### src/design/pmi_pkg.sv
// Shared types and constants for the periodic minimum-image core.
// Holds field widths, register indexes, box shape codes and the configuration struct.
`timescale 1ns / 1ps
`default_nettype none

package pmi_pkg;

	localparam int FIELD_W              = 32;
	localparam int CFG_W                = 64;
	localparam int IDX_W                = 3;
	localparam int COORD_WIDTH_DEF      = 32;
	localparam int RECIP_FRAC_BITS_DEF  = 30;
	localparam int COORD_FRAC_BITS      = 16;
	localparam int N_LIMIT_EXP          = 29;

	typedef enum logic [1:0] {
		SHAPE_NULL  = 2'd0,
		SHAPE_ORTHO = 2'd1,
		SHAPE_MONO  = 2'd2,
		SHAPE_TRI   = 2'd3
	} box_shape_t;

	typedef enum logic [IDX_W-1:0] {
		REG_BOX_SHAPE   = 3'd0,
		REG_RECIP_XX_YY = 3'd1,
		REG_RECIP_ZZ_XY = 3'd2,
		REG_RECIP_XZ_YZ = 3'd3,
		REG_LEN_XX_YY   = 3'd4,
		REG_LEN_ZZ_XY   = 3'd5,
		REG_LEN_XZ_YZ   = 3'd6
	} cfg_reg_t;

	typedef struct packed {
		box_shape_t                 shape;
		logic signed [FIELD_W-1:0]  rxx;
		logic signed [FIELD_W-1:0]  ryy;
		logic signed [FIELD_W-1:0]  rzz;
		logic signed [FIELD_W-1:0]  rxy;
		logic signed [FIELD_W-1:0]  rxz;
		logic signed [FIELD_W-1:0]  ryz;
		logic signed [FIELD_W-1:0]  lxx;
		logic signed [FIELD_W-1:0]  lyy;
		logic signed [FIELD_W-1:0]  lzz;
		logic signed [FIELD_W-1:0]  lxy;
		logic signed [FIELD_W-1:0]  lxz;
		logic signed [FIELD_W-1:0]  lyz;
	} pmi_cfg_t;

endpackage

`default_nettype wire

### src/design/pmi_regs.sv
// Configuration register file for the periodic minimum-image core.
// Decodes indexed writes into the box shape, reciprocal and box vector entries; uses pmi_pkg.
`timescale 1ns / 1ps
`default_nettype none

module pmi_regs (
	input  wire logic                          clk,
	input  wire logic                          arst_n,
	input  wire logic                          wr_en,
	input  wire logic [pmi_pkg::IDX_W-1:0]     wr_index,
	input  wire logic [pmi_pkg::CFG_W-1:0]     wr_data,
	output pmi_pkg::pmi_cfg_t                  cfg
);

	localparam int FW = pmi_pkg::FIELD_W;

	pmi_pkg::pmi_cfg_t   cfg_q;
	logic signed [FW-1:0] hi_half;
	logic signed [FW-1:0] lo_half;

	assign hi_half = wr_data[2*FW-1:FW];
	assign lo_half = wr_data[FW-1:0];

	always_ff @(posedge clk or negedge arst_n) begin
		if (!arst_n) begin
			cfg_q <= '0;
		end else if (wr_en) begin
			case (pmi_pkg::cfg_reg_t'(wr_index))
				pmi_pkg::REG_BOX_SHAPE: begin
					cfg_q.shape <= pmi_pkg::box_shape_t'(wr_data[1:0]);
				end
				pmi_pkg::REG_RECIP_XX_YY: begin
					cfg_q.rxx <= hi_half;
					cfg_q.ryy <= lo_half;
				end
				pmi_pkg::REG_RECIP_ZZ_XY: begin
					cfg_q.rzz <= hi_half;
					cfg_q.rxy <= lo_half;
				end
				pmi_pkg::REG_RECIP_XZ_YZ: begin
					cfg_q.rxz <= hi_half;
					cfg_q.ryz <= lo_half;
				end
				pmi_pkg::REG_LEN_XX_YY: begin
					cfg_q.lxx <= hi_half;
					cfg_q.lyy <= lo_half;
				end
				pmi_pkg::REG_LEN_ZZ_XY: begin
					cfg_q.lzz <= hi_half;
					cfg_q.lxy <= lo_half;
				end
				pmi_pkg::REG_LEN_XZ_YZ: begin
					cfg_q.lxz <= hi_half;
					cfg_q.lyz <= lo_half;
				end
				default: begin
					cfg_q <= cfg_q;
				end
			endcase
		end
	end

	assign cfg = cfg_q;

endmodule

`default_nettype wire

### config.mk
export PLATFORM = sky130hd
export DESIGN_NAME = pmi_regs
export DESIGN_NICKNAME = d
export VERILOG_FILES = /design/src/design/pmi_pkg.sv /design/src/design/pmi_regs.sv
export SDC_FILE = /design/constraint.sdc
export NUM_CORES = 1
export LEC_CHECK = 0
export ABC_AREA = 1
export BUFFER_PORTS_ARGS = -buffer_cell sky130_fd_sc_hd__buf_2
export CORE_AREA = 2 2 176 178
export CTS_CLUSTER_SIZE = 28
export DETAILED_ROUTE_END_ITERATION = 7
export DIE_AREA = 0 0 178 180
export GPL_TIMING_DRIVEN = 0
export HOLD_SLACK_MARGIN = 0.08
export MAX_ROUTING_LAYER = met4
export PLACE_DENSITY = 0.75
export RECOVER_POWER = 25
export SETUP_SLACK_MARGIN = 0.05
export SLEW_MARGIN = 20
export SYNTH_ARGS = -nofsm -noshare
export SYNTH_HDL_FRONTEND = slang
export SYNTH_SLANG_ARGS = --single-unit
### constraint.sdc
create_clock -name clk -period 1.7 [get_ports clk]
set_input_delay 0.085 -clock clk [delete_from_list [all_inputs] [get_ports clk]]
set_output_delay 0.085 -clock clk [all_outputs]
set_load 0.01 [all_outputs]
### Word level (Yosys, flattened, before mapping)

Cells that the tools add are included.

| storage, ports and cells | value |
|---|---|
| flip-flop bits (word level) | 386 |
| output and inout bits | 386 |

| operators by class | value |
|---|---|
| equality and inequality tests | 6 |
| reductions and logical operators | 8 |

Operators with widths:

| kind | count |
|---|---|
| 2-bit AND reduction | 7 |
| 3-bit == test, second input constant | 3 |
| 3-bit by 2-bit == test with 1-bit output, second input constant | 2 |
| 3-bit by 1-bit == test with 1-bit output, second input constant | 1 |
| 3-bit zero test | 1 |

### Logic depth before layout (Yosys ltp)

Gate-level depths: netlist (run 1).

| logic depth | value |
|---|---|
| word-level depth | 2 |
| depth in mapped cells | 6 |

### Least setup slack after synthesis (run 1)

Ideal clock, no wire load.

| timing path | value |
|---|---|
| kind | input to register |
| start | input wr_index[0] in the netlist's numbering |
| end | register cfg_q, in the netlist cfg[161] |
| arrival time | 0.855 ns |
| setup slack | 0.780 ns |
| stages | 5 |
| cell sequence | nor2_1 buf_2 buf_2 nand3_1 nand2_1 |

| on the way | value |
|---|---|
| cells in the longest elaborated chain, start to end | 2 |

Ends and longest elaborated chain:

| element | RTL line | source |
|---|---|---|
| start: declaration | pmi_regs.sv:10 | `input wire logic [pmi_pkg::IDX_W-1:0] wr_index,` |
| 3-bit == test | pmi_regs.sv:28 | `case (pmi_pkg::cfg_reg_t'(wr_index))` |
| 2-bit AND reduction (no source line) | - |  |
| end signal: assignment | pmi_regs.sv:57 | `cfg_q <= cfg_q;` |
| end: declaration | pmi_regs.sv:17 | `pmi_pkg::pmi_cfg_t cfg_q;` |

Every way passes these cells.
A chain may end at the register's enable or synchronous reset.

### Final worst setup path (run 1)

| timing path | value |
|---|---|
| start | input wr_index[2] in the netlist's numbering |
| end | register cfg_q, in the netlist cfg[23] |

Same word-level chain as after synthesis.

==> run_results.csv, run 1 <==
group,metric,value,unit
setup_path,required,2.15,ns
routing,via_count,13910,
min_path,holdPathEnd,"cfg[255]",
final_layout,layout_common_cells,"nand2_1, buf_2, dfrtp_1, nand3_1, dlygate4sd3_1",
global_route,track_usage,32.6,%
min_path,holdPathStages,5,
clock_tree,clockBufferDepth,3,
synth,syn_avg_cell_area,8.90,sq um
floorplanning,fp.dieH,180,um
setup_path,start_kind,"primary input",
final_layout,largest_reg_flops,386,
floorplanning,die_w,178,um
floorplanning,start_util,49.1,%
synth,synth_seq_area_share,65.2,%
final_layout,drive_above_1_share,25.5,%
routing,ant_nets,0,
setup_path,reg2reg_to,"cfg[101]",
min_path,hold_class,"primary input to flop",
routing,wl,50.5,mm
timing,relSlewSlack,23.9,%
placed_design,place_congestion,0.876,
timing,clock_skew,0,ns
synth,ys_types,11,
floorplanning,dieArea,32000,sq um
synth,syn_area,14800,sq um
setup_path,worstPathMaxFanout,10,
power_and_ir_drop,p_leak,0.0114,uW
timing,setup_viol,0,
setup_path,worst_ep_arrival_time,1.84,ns
floorplanning,core-area,30200,sq um
routing,drc_errors,0,
timing,worst_slew_pin_slew,1.14,ns
final_layout,final_common_cell,"nand2_1",
global_route,grt_start_max_net_pins,96,
synth,synthCells,1665,
outcome,outcome,"finished clean",
clock_tree,path_clk_slew,0.06,ns
clock_tree,cts_resized,0,
global_route,grt_antenna_before_repair,1,
clock_tree,cts_root_buf,"clkbuf_16",
setup_path,path_class,"primary input to flop",
timing,hold_slack,0.0840,ns
timing,timing.fmax,724,MHz
power_and_ir_drop,p_per_area,1330,nW/um^2
setup_path,reg2regPathDepth,2,
clock_tree,cts_tree,"done",
clock_tree,numClockSinks,386,
global_route,grt_first_pass_wirelength,77.9,mm
routing,viasPerCell,5.24,
synth,syn-num-nets,1735,
setup_path,worst-r2r-setup-slack,1.01,ns
routing,drtIter0Drc,1125,
global_route,grt_pass1_vias,13632,
timing,timing.final.crit_share,81.2,%
final_layout,area_growth_syn_to_layout,32.5,%
timing,hold_violations,0,
final_layout,utilization,65.0,%
placed_design,port_buffers,455,
setup_path,critPathCaptureType,"flop",
flow_run,drv_cap,0,
placed_design,dp_hpwl,33.7,mm
final_layout,fin_area,19600,sq um
clock_tree,htree_levels,2,
synth,ys_ff_latch,386,
floorplanning,ios,456,
setup_path,r2r-start,"cfg[101]",
clock_tree,cts-buffers-inserted,41,
global_route,overflow,0,
power_and_ir_drop,power,26000,uW
timing,maxSlewViolCount,0,
routing,firstDrtPassIters,5,
final_layout,fillers,2436,
power_and_ir_drop,ir_drop,835,uV
synth,yosys_warnings,0,
routing,drt-wirelength-per-cell,19.0,um
min_path,min_from,"wr_en",
floorplanning,rows,64,
timing,period_minus_slack,1.38,ns
final_layout,nets,2303,
timing,rsz0062_at_grt,"no",
placed_design,placed_cell_area,17700,sq um
clock_tree,clkLatencyLatePin,0.51,ns
## worst max-delay path by stage
stage                 from        to  slack (ns)  cells past startpoint
2_1_floorplan  wr_index[0]  cfg[161]        0.78                      5
3_3_place_gp        arst_n  cfg[124]       -6.85                      1
3_5_place_dp   wr_index[0]  cfg[141]       -0.16                      6
4_1_cts        wr_index[0]  cfg[137]        0.37                      6
5_1_grt             arst_n  cfg[280]        0.19                      3
6_report       wr_index[2]   cfg[23]        0.32                      6
## through the flow
step | std cells | setup TNS (ns) | worst slack (ns)
floorplan | 1665 | 0 | 0.780
detailed placement | 2520 | -7.77 | -0.164
CTS | 2653 | 0 | 0.373
finish | 2654 | 0 | 0.319
global placement | 2516 | -2636.37 | -6.85
global route | 2654 | 0 | 0.195
## synth_stat cells
| cell type | n | area [sq um] |
|---|---|---|
| nand3_1 | 194 | 971 |
| inv_1 | 6 | 22.5 |
| clkbuf_1 | 31 | 116 |
| nand2_2 | 1 | 6.26 |
| dfrtp_1 | 386 | 9660 |
| buf_2 | 62 | 310 |
| buf_4 | 3 | 22.5 |
| nor2_2 | 4 | 25.0 |
| nor2_1 | 2 | 7.51 |
| nand2_1 | 975 | 3660 |
| nor2_4 | 1 | 11.3 |
## what timing repair did
action,in CTS,in global routing
hold buffers,66,0
buffers inserted,0,0
endpoints found under the hold margin,590,0
## logic make-up after synthesis
kind of cell | share of synthesized area (%)
buf+inv | 3.18
simple gates | 31.6
flops | 65.2
## where the power goes
| part | internal, uW | leakage [uW] | switching, uW |
|---|---|---|---|
| logic | 2110 | 0.00596 | 3480 |
| clock network | 5070 | 0.000618 | 3490 |
| registers | 10900 | 0.00486 | 976 |
| total | 18100 | 0.0114 | 7950 |
## layer usage
layer	vias to the layer above	wire length (um)	global-route usage [%]	share of wire, %
met1	6671	19400	40.1	38
met3	197	4300	6.75	8.5
li1	6311	-	-	-
met2	731	23800	50.9	47
met4	0	3030	16.6	6.0
met5	-	0	-	0
## worst max-delay path, cell delays in order
cell and delay (ns):
clkbuf_1 0.17, nand2_1 0.14, nor2_2 0.74, clkbuf_1 0.46, nand2_1 0.13, nand2_1 0.10
## area by class of cell
| class | instances | area (sq um) | share of cell area [%] |
|---|---|---|---|
| clock buffer | 62 | 1180 | 6.04 |
| sequential | 386 | 9660 | 49.2 |
| multi-input combinational | 1177 | 4680 | 23.9 |
| buffer | 96 | 443 | 2.26 |
| antenna | 1 | 2.50 | 0.0128 |
| timing repair buffer | 525 | 3060 | 15.6 |
| tap | 396 | 495 | 2.53 |
| clock inverter | 5 | 75.1 | 0.383 |
| inverter | 6 | 22.5 | 0.115 |
Power figures use the tool's default switching activity.
==> run 2, diff against run 1 <==
==> constraint.sdc (replaced) <==
create_clock -name clk -period 1.3 [get_ports clk]
set_input_delay 0.065 -clock clk [delete_from_list [all_inputs] [get_ports clk]]
set_output_delay 0.065 -clock clk [all_outputs]
set_load 0.01 [all_outputs]
==> run 2 against run 1 <==
Die area stayed put. Design area is 0.52% higher. Combinational power is 31% higher. First-iteration DRC count is 6.9% higher. Clock-buffer cell count stayed put. Sequential power is 31% higher. Clock power is 31% higher. Worst hold slack worse by 0.0087 ns. Setup slack worse by 0.23 ns. Utilization is 0.34 points higher. Register-to-register slack worse by 0.41 ns. Clock skew stayed put. Critical endpoint is now cfg[115].
==> run_results.csv, run 2 (synthesis gave the netlist of run 1 again) <==
group,metric,value,unit
routing,drt-wirelength-per-cell,19.1,um
placed_design,dpl.cell_count,2520,
power_and_ir_drop,swShare,30.6,%
setup_path,path_cells,"clkbuf_1 > inv_1 > nor2_1 > nand2_1 > buf_2 > nand2_1 > nand2_1",
clock_tree,clkLatencyLatePin,0.51,ns
final_layout,nets,2309,
setup_path,reg2regPathDepth,2,
timing,timing.final.crit_share,93.5,%
clock_tree,numClockSinks,386,
min_path,hold_class,"primary input to flop",
setup_path,start_kind,"primary input",
power_and_ir_drop,clock_power_share,32.8,%
power_and_ir_drop,p_int,23700,uW
timing,worst_slew_pin_slew,0.899,ns
timing,period_minus_slack,1.22,ns
routing,drc_errors,0,
setup_path,slowest_stage,"nand2_1",
global_route,overflow,0,
routing,firstDrtPassIters,5,
clock_tree,cts_tree,"done",
routing,wl,50.7,mm
final_layout,drive_above_1_share,26.0,%
clock_tree,cts-buffers-inserted,41,
floorplanning,core-area,30200,sq um
timing,maxSlewViolCount,0,
timing,hold_violations,0,
global_route,grt_antenna_before_repair,2,
final_layout,fillers,2416,
timing,relSlewSlack,40.0,%
routing,viasPerCell,5.25,
timing,setup_viol,0,
setup_path,worst_ep_arrival_time,1.62,ns
clock_tree,path_clk_slew,0.06,ns
timing,timing.fmax,823,MHz
floorplanning,dieArea,32000,sq um
final_layout,largest_reg_flops,386,
power_and_ir_drop,power.sequential.fraction,45.6,%
routing,ant_nets,0,
setup_path,critPathCaptureType,"flop",
clock_tree,clockBufferDepth,3,
floorplanning,start_util,49.1,%
global_route,track_usage,32.7,%
outcome,outcome,"finished clean",
clock_tree,cts_root_buf,"clkbuf_16",
global_route,grt_start_max_net_pins,96,
power_and_ir_drop,netSwitchingPower,10400,uW
final_layout,area_growth_syn_to_layout,33.2,%
placed_design,dp_hpwl,33.7,mm
global_route,grt_first_pass_wirelength,78.3,mm
setup_path,worstPathMaxFanout,10,
floorplanning,rows,64,
final_layout,layout_common_cells,"nand2_1, buf_2, dfrtp_1, nand3_1, dlygate4sd3_1",
clock_tree,htree_levels,2,
power_and_ir_drop,power,34100,uW
final_layout,stdcell_count,2661,
flow_run,drv_cap,0,
final_layout,final_common_cell,"nand2_1",
power_and_ir_drop,ir_drop,1090,uV
floorplanning,die_w,178,um
floorplanning,ios,456,
min_path,holdPathStages,5,
placed_design,place_congestion,0.876,
timing,rsz0062_at_grt,"no",
global_route,grt_pass1_vias,13678,
power_and_ir_drop,p_leak,0.0115,uW
timing,final.setup.tns,0,ns
power_and_ir_drop,p_per_area,1730,nW/um^2
floorplanning,fp.dieH,180,um
setup_path,cp_common_cell,"nand2_1",
setup_path,slowest_delay,0.54,ns
timing,clock_skew,0,ns
placed_design,port_buffers,455,
clock_tree,cts_hold_buf,72,
setup_path,path_class,"primary input to flop",
setup_path,required,1.70,ns
routing,drtIter0Drc,1203,
routing,via_count,13962,
power_and_ir_drop,combPwrFrac,21.5,%
==> run 2: layer usage <==
layer,GRT usage [%],routed length (um),vias up,part of all wire [%]
li1,-,-,6315,-
met1,40.2,19300,6717,38
met2,51.3,24100,737,48
met3,6.92,4280,193,8.4
met4,16.6,3000,0,5.9
met5,-,0,-,0
==> run 2: path summary, 6_finish.rpt <==
| kind | from | to | slack (ns) |
|---|---|---|---|
| worst max-delay path | wr_index[0] | cfg[115] | 0.08 |
| min in group asynchronous | arst_n | cfg[291] | 0.24 |
| worst max register to register | cfg[101] | cfg[101] | 0.60 |
| worst min register to register | cfg[343] | cfg[343] | 0.46 |
| max in group asynchronous | arst_n | cfg[280] | 0.16 |
| worst min-delay path | wr_en | cfg[255] | 0.08 |
==> run 2: power by group through the flow <==
stage                     clock [uW]  sequential [uW]  combinational, uW
after floorplan                    0            16700               2040
after global placement             0            15600               6930
after detailed placement           0            15700               7130
after CTS                      11400            15500               7360
after global routing           11800            15800               8060
final                          11200            15600               7340
==> run 2: layout make-up <==
class | count | area [sq um] | share of cell area (%)
Clock inverter | 5 | 75.1 | 0.381
Sequential cell | 386 | 9660 | 49.0
Multi-Input combinational cell | 1177 | 4680 | 23.7
Clock buffer | 62 | 1180 | 6.01
Tap cell | 396 | 495 | 2.51
Timing Repair Buffer | 531 | 3150 | 16.0
Antenna cell | 2 | 5.00 | 0.0254
Buffer | 96 | 449 | 2.28
Inverter | 6 | 22.5 | 0.114
==> run 2: what timing repair did <==
action	in CTS	in global routing
setup buffers	0	0
setup endpoints to repair	52	0
resized for setup	1	0
hold endpoints to repair	590	70
==> run 2: through the flow <==
stage	utilization (%)	instance area [sq um]	setup slack [ns]	hold WS [ns]
2_1_floorplan	-	14800	0.400	-0.231
3_3_place_gp	58.2	17600	-7.23	0.373
3_5_place_dp	58.6	17700	-0.544	-0.0678
4_1_cts	65.4	19800	0.117	0.0129
5_1_grt	65.3	19700	0.0374	0.119
6_report	65.3	19700	0.0848	0.0753
==> run 2: worst max-delay path: cells and delay by family <==
kind          cells  cell delay [ns]
buf+inv           3             0.67
simple gates      4             0.85
